==> src/hw/rtl/dzf_lane.sv <==
// dzf_lane: one lane of the deviation stage, squares |sum - 4*x|
// depends on nothing but its parameter; instanced five times by the top level

module dzf_lane #(
    parameter int SAMPLE_BITS = 16
) (
    input  logic                        i_clk,
    input  logic                        i_en,
    input  logic [SAMPLE_BITS+1:0]      i_sum,
    input  logic [SAMPLE_BITS-1:0]      i_sample,
    output logic [2*SAMPLE_BITS+3:0]    o_sq
);
    localparam int SUM_W = SAMPLE_BITS + 2;
    localparam int SQ_W  = 2 * SUM_W;

    logic [SUM_W-1:0] x4;
    logic [SUM_W-1:0] diff;
    logic [SQ_W-1:0]  n_sq;
    logic [SQ_W-1:0]  r_sq;

    // absolute difference between the neighbour sum and four times the sample
    assign x4   = {i_sample, 2'b00};
    assign diff = (i_sum >= x4) ? (i_sum - x4) : (x4 - i_sum);
    assign n_sq = SQ_W'(diff) * SQ_W'(diff);

    // registered square
    always_ff @(posedge i_clk) begin
        if (i_en) begin
            r_sq <= n_sq;
        end
    end

    assign o_sq = r_sq;

endmodule

==> config.mk <==
export PLATFORM = sky130hd
export DESIGN_NAME = dzf_lane
export DESIGN_NICKNAME = d
export VERILOG_FILES = /design/src/hw/rtl/dzf_lane.sv
export SDC_FILE = /design/constraint.sdc
export NUM_CORES = 1
export LEC_CHECK = 0
export BUFFER_PORTS_ARGS = -buffer_cell sky130_fd_sc_hd__buf_2
export CORE_ASPECT_RATIO = 1.2
export CORE_MARGIN = 5
export CORE_UTILIZATION = 40
export CTS_CLUSTER_SIZE = 12
export DETAILED_ROUTE_END_ITERATION = 8
export GPL_TIMING_DRIVEN = 0
export PLACE_DENSITY = 0.56
export SLEW_MARGIN = 0
export SYNTH_ARGS = -nofsm -noshare
export SYNTH_HDL_FRONTEND = slang
export SYNTH_SLANG_ARGS = --single-unit
==> constraint.sdc <==
create_clock -name i_clk -period 14.5 [get_ports i_clk]
set_input_delay 2.9 -clock i_clk [delete_from_list [all_inputs] [get_ports i_clk]]
set_output_delay 2.9 -clock i_clk [all_outputs]
set_load 0.005 [all_outputs]
==> impl_metrics.ini, run 1 <==
[clock_tree]
htreeDepth = 2
cts_repair_resize_count = 0
clockBufferDepth = 2
numCtsBuffers = 5
cts_hold_buf = 0
cts_setup_buffers = 0
cts_sinks = 35
cts_root_buf = clkbuf_16
path_clk_slew_ns = 0.06
tritoncts = done

[yosys]
synth_top_area_share_pct = 36.8
synthTopCellsByCount = 313 x inv_1, 220 x fa_1, 142 x ha_1, 118 x nand2_1, 116 x nor2_1
synth_ff_type = edfxtp_1
synth-seq-area-share_pct = 8.78
syn_avg_cell_area_sq_um = 8.93
netlist_top_cells_area = fa_1 37%, ha_1 15%, inv_1 9.8%, edfxtp_1 8.8%, nand2_1 3.7%
synth_cells = 1340
synth_edf_count = 35
synth_top_area_cell = fa_1
synth_area_sq_mm = 0.0120
ys_async_sr_fraction_pct = 0
ys_ff_latch = 35
yosys_warnings = 0
yosysMostFrequentCell = inv_1
synth_nets = 1738
synth.distinct_cells = 79

[worst_setup_path]
cpMaxStageDelayCell = or4b_2
max_stage_delay_ns = 0.66
required_ns = 14.54
cp-start-kind = input pin
critical_path_buf_inv_count = 9
path_common_cell = fa_1
crit_path_end_kind = flip-flop
crit_fanout = 11
criticalPathCategory = in -> reg
cpLargestDelayFamily = adder cells
cp_data_arrival_time_ns = 13.38

[placed_design]
place.gp.congestion = 0.933
dp.cells = 1800
hpwl_mm = 26.0
port_buffers = 70

[final_layout]
final_cells = 1808
diodes = 0
utilization_pct = 43.7
drive_gt1_share_pct = 9.66
largest_reg_flops = 35
area_delta_synth_final_pct = 8.16
nNetsFinal = 1815

[detailed_routing]
drt_wl_total_mm = 30.4
drc = 0
drtIter0Drc = 425
first_pass_iters = 5
vias_per_cell = 5.05
ant_nets = 0
wl_per_cell_um = 16.8
vias = 9133

[die]
coreArea_sq_mm = 0.0296
die_h_um = 199
die_w_um = 168
ios = 72
dieArea_sq_mm = 0.0335
initial_core_util_pct = 40.4
row_count = 69

[sta]
finalCritPeriodShare_pct = 91.9
period_minus_slack_ns = 13.33
final-setup-viol-count = 0
hold_ws_ns = 2.79
setup_tns_ns = 0
slew_headroom_pct = 35.4
grt_setup_unrepaired = no
finalHoldViolations = 0
worst_pin_slew_ns = 0.963
slew_viol_final = 0
fmax_ghz = 0.0750

[status]
status = finished, final reports clean

[global_route]
grt_pass1_wl_mm = 50.8
grtUsageTotal_pct = 18.9
grt_pass1_vias = 10082
grt_antenna_before_repair = 0
grt_max_degree = 36
grt-ovfl-total = 0

[min_path]
whs_path_depth = 1
holdPathEnd = o_sq[0]
min_path_type = in -> reg
hold_start = i_sum[0]

[job]
drv_cap = 0
-- how the worst max path moves through the flow --
stage,from,to,slack (ns),depth (start not counted)
floorplan,i_sum[0],o_sq[35],3.17,31
global placement,i_sum[0],o_sq[35],0.87,32
detailed placement,i_sum[0],o_sq[35],0.86,32
CTS,i_sum[0],o_sq[35],1.16,32
global route,i_sum[0],o_sq[35],0.60,35
finish,i_sum[0],o_sq[35],1.17,32
-- area by class of cell --
class                   instances  area, sq um
clock buffers                   7          133
clock inverters                 1         5.00
multi-input cells             938         9480
well taps                     390          488
flip-flops and latches         35         1050
repair buffers                 70          350
plain buffers                  48          236
fillers                      3004        16700
inverters                     319         1200
-- layer usage --
| layer | up-vias | global-route usage (%) | share of wire [%] |
|---|---|---|---|
| met5 | - | 0 | 0 |
| met4 | 0 | 6.28 | 2.9 |
| met3 | 47 | 2.55 | 5.2 |
| met2 | 247 | 34.8 | 51 |
| met1 | 4486 | 22.8 | 41 |
| li1 | 4353 | - | - |
-- cells by family after synthesis --
group,share of synthesized area (%)
other,0.0313
and+or+nand+nor,11.6
DFF,8.78
buffers and inverters,12.0
xor gates and xnor gates,3.54
muxes,0.690
AOI/OAI and AO/OA,11.7
adders and majority gates,51.6
-- cells in the final DEF, fill, tap and decap left out, types with 6 or more instances in the layout --
cell type	Yosys	routed
inv_1	313	313
fa_1	220	220
ha_1	142	142
nand2_1	118	118
nor2_1	116	116
buf_2	17	87
a21oi_1	64	64
edfxtp_1	35	35
o21ai_0	34	34
xnor2_1	29	29
clkbuf_1	24	26
a21o_1	26	26
nand3_1	15	15
xor2_1	15	15
a211oi_1	11	11
nand2b_1	9	9
nor2_2	9	9
nor3_1	8	8
nand4_1	7	7
o211ai_1	7	7
o21bai_1	6	6
o31ai_1	6	6
mux2i_1	6	6
inv_2	6	6
-- per-stage QoR --
| stage | setup slack (ns) | instance area [sq um] |
|---|---|---|
| detailed placement | 0.855 | 12800 |
| finish | 1.17 | 12900 |
| floorplan | 3.17 | 12000 |
| global placement | 0.869 | 12800 |
| global route | 0.602 | 12900 |
| CTS | 1.16 | 12900 |
Power of run 1 is not shown: default switching activity piles up to over one toggle a cycle in this logic, so the estimate is an artifact.
==> inputs of run 2 (changes only) <==
- MAX_ROUTING_LAYER: default -> met4
==> run 2 against run 1 <==
  * Global-route usage up 0.70 points
  * Worst setup slack better by 0.066 ns
  * Final cell count unchanged
  * Non-clock buffer count unchanged
  * Fmax up 0.50%
  * Hold slack worse by 0.0053 ns
  * Critical path depth up 1
  * First-iteration DRC count down 0.47%
  * Via count down 0.16%
  * Sequential cell count unchanged
  * Wire length down 0.73%
==> impl_metrics.ini, run 2 (synthesis gave the netlist of run 1 again) <==
[sta]
finalCritPeriodShare_pct = 91.5
final-setup-viol-count = 0
grt_setup_unrepaired = no
fmax_ghz = 0.0754
slew_viol_final = 0
period_minus_slack_ns = 13.27
worst_pin_slew_ns = 1.01
slew_headroom_pct = 32.4
setup_tns_ns = 0
finalHoldViolations = 0

[clock_tree]
clockBufferDepth = 2
numCtsBuffers = 5
cts_sinks = 35
path_clk_slew_ns = 0.06
cts_setup_buffers = 0
cts_root_buf = clkbuf_16
htreeDepth = 2
tritoncts = done
cts_repair_resize_count = 0
cts_hold_buf = 0

[final_layout]
area_delta_synth_final_pct = 8.16
largest_reg_flops = 35
nNetsFinal = 1815
utilization_pct = 43.7
drive_gt1_share_pct = 9.66
final_common_cell = inv_1
layout_common_cells = 313 x inv_1, 220 x fa_1, 142 x ha_1
diodes = 0

[die]
die_w_um = 168
initial_core_util_pct = 40.4
ios = 72
dieArea_sq_mm = 0.0335
coreArea_sq_mm = 0.0296
row_count = 69
die_h_um = 199

[global_route]
grt_pass1_wl_mm = 51.0
grt_antenna_before_repair = 0
grtUsageTotal_pct = 19.6
grt_pass1_vias = 9988
grt-ovfl-total = 0
grt_max_degree = 36

[min_path]
holdPathEnd = o_sq[0]
hold_start = i_sum[0]
min_path_type = in -> reg
whs_path_depth = 1

[job]
drv_cap = 0

[detailed_routing]
drtIter0Drc = 423
drc = 0
ant_nets = 0
vias = 9118
wl_per_cell_um = 16.7
drt_wl_total_mm = 30.1
first_pass_iters = 4
vias_per_cell = 5.04

[worst_setup_path]
crit_fanout = 11
required_ns = 14.54
crit_path_end_kind = flip-flop
max_stage_delay_ns = 0.65
cp-start-kind = input pin
cp_data_arrival_time_ns = 13.30
criticalPathCategory = in -> reg
cpMaxStageDelayCell = xnor2_1

[placed_design]
place.gp.congestion = 0.948
port_buffers = 70
hpwl_mm = 25.8

[status]
status = finished, final reports clean
==> run 2: cell counts in the layout (fill, tap and decap cells not counted) <==
No cell type changed its count.
==> run 2: worst max path at each step <==
stage                          end  slack, ns     start
final                     o_sq[35]       1.23  i_sum[0]
after global routing      o_sq[35]       0.73  i_sum[0]
after CTS                 o_sq[35]       1.20  i_sum[0]
after detailed placement  o_sq[35]       0.90  i_sum[0]
after global placement    o_sq[35]       0.92  i_sum[0]
after floorplan           o_sq[35]       3.17  i_sum[0]
==> run 2: area by class of cell <==
class | count | area [sq um]
repair buffers | 70 | 350
clock buffers | 7 | 133
plain buffers | 48 | 236
flip-flops and latches | 35 | 1050
fillers | 2992 | 16700
clock inverters | 1 | 5.00
well taps | 390 | 488
multi-input cells | 938 | 9480
inverters | 319 | 1200
==> run 2: stage by stage <==
step	instances	setup WS, ns	instance area (sq um)	hold slack (ns)
final	1808	1.23	12900	2.79
after floorplan	1340	3.17	12000	3.00
after detailed placement	1800	0.900	12800	3.10
after CTS	1808	1.20	12900	2.77
after global routing	1808	0.732	12900	2.79
after global placement	1800	0.916	12800	3.09
==> run 2: critical path, delay by kind of cell <==
kind,cells,cell delay [ns]
AOI/OAI and AO/OA,8,2.00
xor gates and xnor gates,2,0.90
adders and majority gates,8,3.63
buffers and inverters,11,2.36
and+or+nand+nor,4,1.47
==> run 2: metal layers <==
layer / up-vias / track usage (%) / wire, um
met4: 0 / 5.32 / 643
met5: - / - / 0
met3: 39 / 1.78 / 1050
met1: 4525 / 23.8 / 13000
met2: 191 / 35.2 / 15400
li1: 4363 / - / -
Power of run 2 is left out for the same reason.
