--- src/hw/rtl/dzf_pkg.sv ---
// dzf_pkg: shared constants and types for the five-tap outlier dezinger
// no dependencies; imported by the interfaces, dzf_merge and the top level

package dzf_pkg;

    // fixed field widths
    localparam int DATA_W    = 16;
    localparam int THR_W     = 16;
    localparam int THR_SQ_W  = 2 * THR_W;
    // the threshold is Q8.8, so its square carries sixteen fraction bits
    localparam int FRAC_BITS = 16;
    localparam int TAPS      = 5;
    localparam int NEIGHBOURS = 4;

    // flag value reported for a replaced sample in flag mode
    localparam logic [DATA_W-1:0] FLAG_HIT = 16'd50000;

    // register map
    typedef enum logic {
        REG_THRESHOLD = 1'b0,
        REG_MODE      = 1'b1
    } t_reg_idx;

    typedef enum logic {
        MODE_PIXEL = 1'b0,
        MODE_FLAG  = 1'b1
    } t_out_mode;

    // stage enables for the merge pipeline
    typedef struct packed {
        logic en3;
        logic en4;
        logic en5;
    } t_pipe_ctl;

endpackage

--- src/hw/rtl/dzf_merge.sv ---
// dzf_merge: combines the lane squares, scales by the threshold and decides
// depends on dzf_pkg; fed by the dzf_lane instances in the top level

module dzf_merge #(
    parameter int SAMPLE_BITS = 16
) (
    input  logic                                   i_clk,
    input  dzf_pkg::t_pipe_ctl                     i_ctl,
    input  logic [2*SAMPLE_BITS+3:0]               i_nb_sq [dzf_pkg::NEIGHBOURS],
    input  logic [2*SAMPLE_BITS+3:0]               i_ctr_sq,
    input  logic [SAMPLE_BITS-1:0]                 i_mean,
    input  logic [SAMPLE_BITS-1:0]                 i_centre,
    input  logic [dzf_pkg::THR_SQ_W-1:0]           i_thr_sq,
    input  logic                                   i_mode,
    output logic [dzf_pkg::DATA_W-1:0]             o_value,
    output logic                                   o_replaced
);
    import dzf_pkg::*;

    localparam int SUM_W  = SAMPLE_BITS + 2;
    localparam int SQ_W   = 2 * SUM_W;
    localparam int S_W    = SQ_W + 2;
    localparam int LHS_W  = SQ_W + 2;
    localparam int SHI_W  = S_W - FRAC_BITS;
    localparam int PHI_W  = THR_SQ_W + SHI_W;
    localparam int PLO_W  = THR_SQ_W + FRAC_BITS;
    localparam int RHS_W  = PHI_W + 1;
    localparam int CMP_W  = (RHS_W > LHS_W) ? RHS_W : LHS_W;

    // stage 3: spread sum and three times the squared centre deviation
    logic [S_W-1:0]         r_s;
    logic [LHS_W-1:0]       r_lhs3;
    logic [SAMPLE_BITS-1:0] r_mean3;
    logic [SAMPLE_BITS-1:0] r_ctr3;
    logic [S_W-1:0]         n_s;
    logic [LHS_W-1:0]       n_lhs;

    assign n_s = S_W'(i_nb_sq[0]) + S_W'(i_nb_sq[1])
               + S_W'(i_nb_sq[2]) + S_W'(i_nb_sq[3]);
    assign n_lhs = LHS_W'({i_ctr_sq, 1'b0}) + LHS_W'(i_ctr_sq);

    always_ff @(posedge i_clk) begin
        if (i_ctl.en3) begin
            r_s     <= n_s;
            r_lhs3  <= n_lhs;
            r_mean3 <= i_mean;
            r_ctr3  <= i_centre;
        end
    end

    // stage 4: threshold square times the high and low parts of the spread
    logic [PHI_W-1:0]       r_phi;
    logic [PLO_W-1:0]       r_plo;
    logic [LHS_W-1:0]       r_lhs4;
    logic [SAMPLE_BITS-1:0] r_mean4;
    logic [SAMPLE_BITS-1:0] r_ctr4;

    always_ff @(posedge i_clk) begin
        if (i_ctl.en4) begin
            r_phi   <= PHI_W'(i_thr_sq) * PHI_W'(r_s[S_W-1:FRAC_BITS]);
            r_plo   <= PLO_W'(i_thr_sq) * PLO_W'(r_s[FRAC_BITS-1:0]);
            r_lhs4  <= r_lhs3;
            r_mean4 <= r_mean3;
            r_ctr4  <= r_ctr3;
        end
    end

    // stage 5: floor(thr^2 * S / 2^16) against 3*D^2, then pick the output
    logic [RHS_W-1:0]  rhs;
    logic              hit;
    logic [DATA_W-1:0] n_value;
    logic [DATA_W-1:0] r_value;
    logic              r_replaced;

    assign rhs = RHS_W'(r_phi) + RHS_W'(r_plo[PLO_W-1:FRAC_BITS]);
    assign hit = CMP_W'(r_lhs4) > CMP_W'(rhs);

    always_comb begin
        if (i_mode == MODE_FLAG) begin
            n_value = hit ? FLAG_HIT : '0;
        end else begin
            n_value = hit ? DATA_W'(r_mean4) : DATA_W'(r_ctr4);
        end
    end

    always_ff @(posedge i_clk) begin
        if (i_ctl.en5) begin
            r_value    <= n_value;
            r_replaced <= hit;
        end
    end

    assign o_value    = r_value;
    assign o_replaced = r_replaced;

endmodule

--- config.mk ---
export PLATFORM = sky130hd
export DESIGN_NAME = dzf_merge
export DESIGN_NICKNAME = d
export VERILOG_FILES = /design/src/hw/rtl/dzf_pkg.sv /design/src/hw/rtl/dzf_merge.sv
export SDC_FILE = /design/constraint.sdc
export NUM_CORES = 2
export LEC_CHECK = 0
export ABC_CLOCK_PERIOD_IN_PS = 17690
export BUFFER_PORTS_ARGS = -buffer_cell sky130_fd_sc_hd__buf_4
export CAP_MARGIN = 0
export CORE_MARGIN = 3
export CORE_UTILIZATION = 39
export CTS_CLUSTER_SIZE = 30
export DETAILED_ROUTE_END_ITERATION = 10
export PLACE_DENSITY = 0.55
export RECOVER_POWER = 100
export SYNTH_ARGS = -nofsm -noshare
export SYNTH_HDL_FRONTEND = slang
export SYNTH_SLANG_ARGS = --single-unit
--- constraint.sdc ---
create_clock -name i_clk -period 17.69 [get_ports i_clk]
set_clock_uncertainty 0.15 [all_clocks]
set_input_delay 3.538 -clock i_clk [delete_from_list [all_inputs] [get_ports i_clk]]
set_output_delay 3.538 -clock i_clk [all_outputs]
set_load 0.01 [all_outputs]
==> flow_summary.yaml <==
global_route:
  antenna_found_initial: 2
  gr-usage-all-layers_pct: 20.7
  grt_pass1_vias: 40800
  grt_max_degree: 91
  overflow: 0
  grt_pass1_wl_um: 230000
clock_tree:
  cts_tree: "built"
  cts_setup_buffers: 0
  ctsHoldBuffers: 0
  clock_latency_ps: 600
  post_cts_resized: 0
  root_buffer: "clkbuf_16"
  cts_max_level: 2
  cts.sinks: 281
  cts-buffers-inserted: 35
  cts_buffer_depth: 3
  clk_pin_slew_ps: 70
synthesis:
  ys_types: 79
  postSynthCellCount: 5502
  ys_seq_area_share_pct: 15.7
  synthArstFlopShare_pct: 0
  ys.warnings.count: 0
  yosysTopAreaCell: "fa_1"
  yosys_register_bits: 281
  synthTopCellsByArea: "fa_1, edfxtp_1, ha_1, inv_1, nand2_1"
  synth.avg_cell_area_um2: 9.79
  synth_top_area_share_pct: 40.4
  postSynthNetCount: 7269
  synth_ff_type: "edfxtp_1"
  synth_area_um2: 53900
  synth_edf_count: 281
placed_design:
  portBuffers: 265
  gp_congestion: 0.872
  dp_hpwl_um: 111000
  placedCellCount: 7336
timing:
  setup-tns-final_ps: 0
  setup_viol: 0
  period_needed_ps: 12030
  hold_viol: 0
  finalMaxSlewViolations: 325
  rsz0062_at_grt: "no"
  max_freq_mhz: 83.1
  max_slew_margin_pct: -249
  tightest_slew_ps: 5230
  finalCritPeriodShare_pct: 68.0
die:
  die-area_um2: 143000
  initial_utilization_pct: 39.5
  rows: 135
  num_io_pins: 266
  die_h_um: 378
  fp.dieW_um: 378
  core_um2: 136000
setup_path:
  r2r_cells: 23
  cp-end-kind: "flop"
  r2r_end: "r_phi[51]"
  crit_start: "i_thr_sq[0]"
  r2r_slack_ps: 9180
  reg2reg_from: "r_s[17]"
  critPathArrivalTime_ps: 12200
  cp.required_ps: 17860
  cp_max_fo: 37
  crit_path_start_kind: "primary input"
  criticalPathCategory: "primary input to flop"
drt:
  drt_iter0_drc: 2116
  drt-pass1-iter-count: 5
  drc: 0
  wl_um: 143000
  ant_nets: 0
  routedWlPerCell_um: 19.3
  num_vias: 37900
  detail_route.vias_per_cell: 5.13
cells_and_area:
  drive_gt1_share_pct: 6.37
  n_fill_cell: 13300
  multi_input_area_um2: 40700
  layout.cells.non_filler: 7399
  area_delta_synth_final_pct: 8.53
  nNetsFinal: 7359
  regArea_um2: 8440
hold_path:
  hp-start: "r_mean3[11]"
  hold_end: "r_mean4[11]"
  min_path_cells: 0
  min_path_type: "flop to flop"
flow_run:
  maxCapViolCount: 6
status:
  status: "finished with violations"
  violations: "max-capacitance violations, max-slew violations"
-- through the flow --
| step | setup WS (ps) | hold slack, ps | area [µm²] | utilization (%) |
|---|---|---|---|---|
| final | 5660 | 252 | 58500 | 42.9 |
| after global routing | 5280 | 266 | 58500 | 42.9 |
| after CTS | 6600 | 250 | 58600 | 43.0 |
| after detailed placement | 5990 | 255 | 57400 | 42.1 |
| after global placement | 6010 | 251 | 57400 | 42.1 |
| after floorplan | 7060 | 250 | 53900 | - |
-- cell families (layout without fill, tap and decap cells) --
group | after synthesis | after routing | share of synthesized area (%)
and+or+nand+nor | 1727 | 1727 | 15.4
adders and majority gates | 1518 | 1518 | 50.4
buffers and inverters | 1245 | 1359 | 8.73
AOI/OAI and AO/OA | 542 | 542 | 6.65
DFF | 281 | 281 | 15.7
xor gates and xnor gates | 169 | 169 | 2.75
muxes | 20 | 20 | 0.372
other | 0 | 2 | 0
-- synthesized netlist by cell type, types with 5 or more instances --
master / count
a211o_1: 6
o31ai_1: 8
nand2_1: 850
edfxtp_1: 281
o21a_1: 28
and2_1: 479
fa_1: 1088
xnor2_1: 110
and3_1: 21
o31a_1: 6
mux2i_1: 20
nor2_1: 139
a221oi_1: 7
nor2b_1: 33
a31oi_1: 12
clkbuf_1: 253
inv_1: 984
or2_2: 7
o21bai_1: 20
nor3_1: 40
a211oi_1: 25
ha_1: 430
o2111ai_1: 5
nand4_1: 36
nand2b_1: 47
o211ai_1: 8
a21o_1: 108
o21ai_0: 87
nand3_1: 40
a21oi_1: 161
xor2_1: 59
nor4_1: 9
-- routing by layer --
metal / global-route usage, % / up-vias / wire [µm]
li1: - / 17200 / -
met1: 27.7 / 19700 / 60800
met2: 35.3 / 892 / 71000
met3: 2.28 / 166 / 6640
met4: 6.15 / 0 / 4670
met5: 0 / - / 0
-- cell type report --
| type | instances | area share (%) |
|---|---|---|
| inverters | 984 | 6.32 |
| clock buffers | 40 | 1.53 |
| diodes | 2 | 0.00856 |
| flip-flops and latches | 281 | 14.4 |
| well taps | 1781 | 3.81 |
| multi-input cells | 3976 | 69.7 |
| clock inverters | 21 | 0.411 |
| repair buffers | 314 | 3.83 |
-- placed cells by master, fill, tap and decap left out, drive strengths merged, types with 92 or more instances in the layout --
cell,netlist,routed
inv,984,989
nand2,850,850
a21o,108,108
xnor2,110,110
and2,480,480
o21ai,92,92
buf,8,250
edfxtp,281,281
clkbuf,253,104
ha,430,430
nor2,139,139
a21oi,162,162
fa,1088,1088
-- worst max path at each step --
stage,endpoint,slack [ps],cells past startpoint
global placement,r_phi[52],6010,24
CTS,r_phi[52],6600,24
floorplan,r_phi[52],7060,24
global route,r_phi[52],5280,23
finish,r_phi[52],5660,23
detailed placement,r_phi[52],5990,24
-- worst max-delay path, cell delays in order --
cell and delay, ps:
clkbuf_1 1450, nand2_1 180, fa_1 540, fa_1 500, inv_1 50, fa_1 470
fa_1 530, fa_1 450, fa_1 510, fa_1 410, ha_1 350, a21o_1 210
a21o_1 190, a2111oi_0 580, o31ai_1 260, a211o_1 340, nor4_1 430, o211ai_1 140
a31oi_1 390, o21bai_1 100, a21oi_1 250, o21ai_0 140, xor2_1 150
-- state kept, by name, indices dropped and copies added, names as in the netlist --
signal / cells
r_phi: 54
r_lhs3: 38
r_lhs4: 38
r_s: 38
r_plo: 32
o_value: 16
r_ctr3: 16
r_ctr4: 16
r_mean3: 16
r_mean4: 16
o_replaced: 1
Power is left out: the tool's default activity adds up to more than one toggle a clock period on the data nets, which glitch-free logic cannot reach.
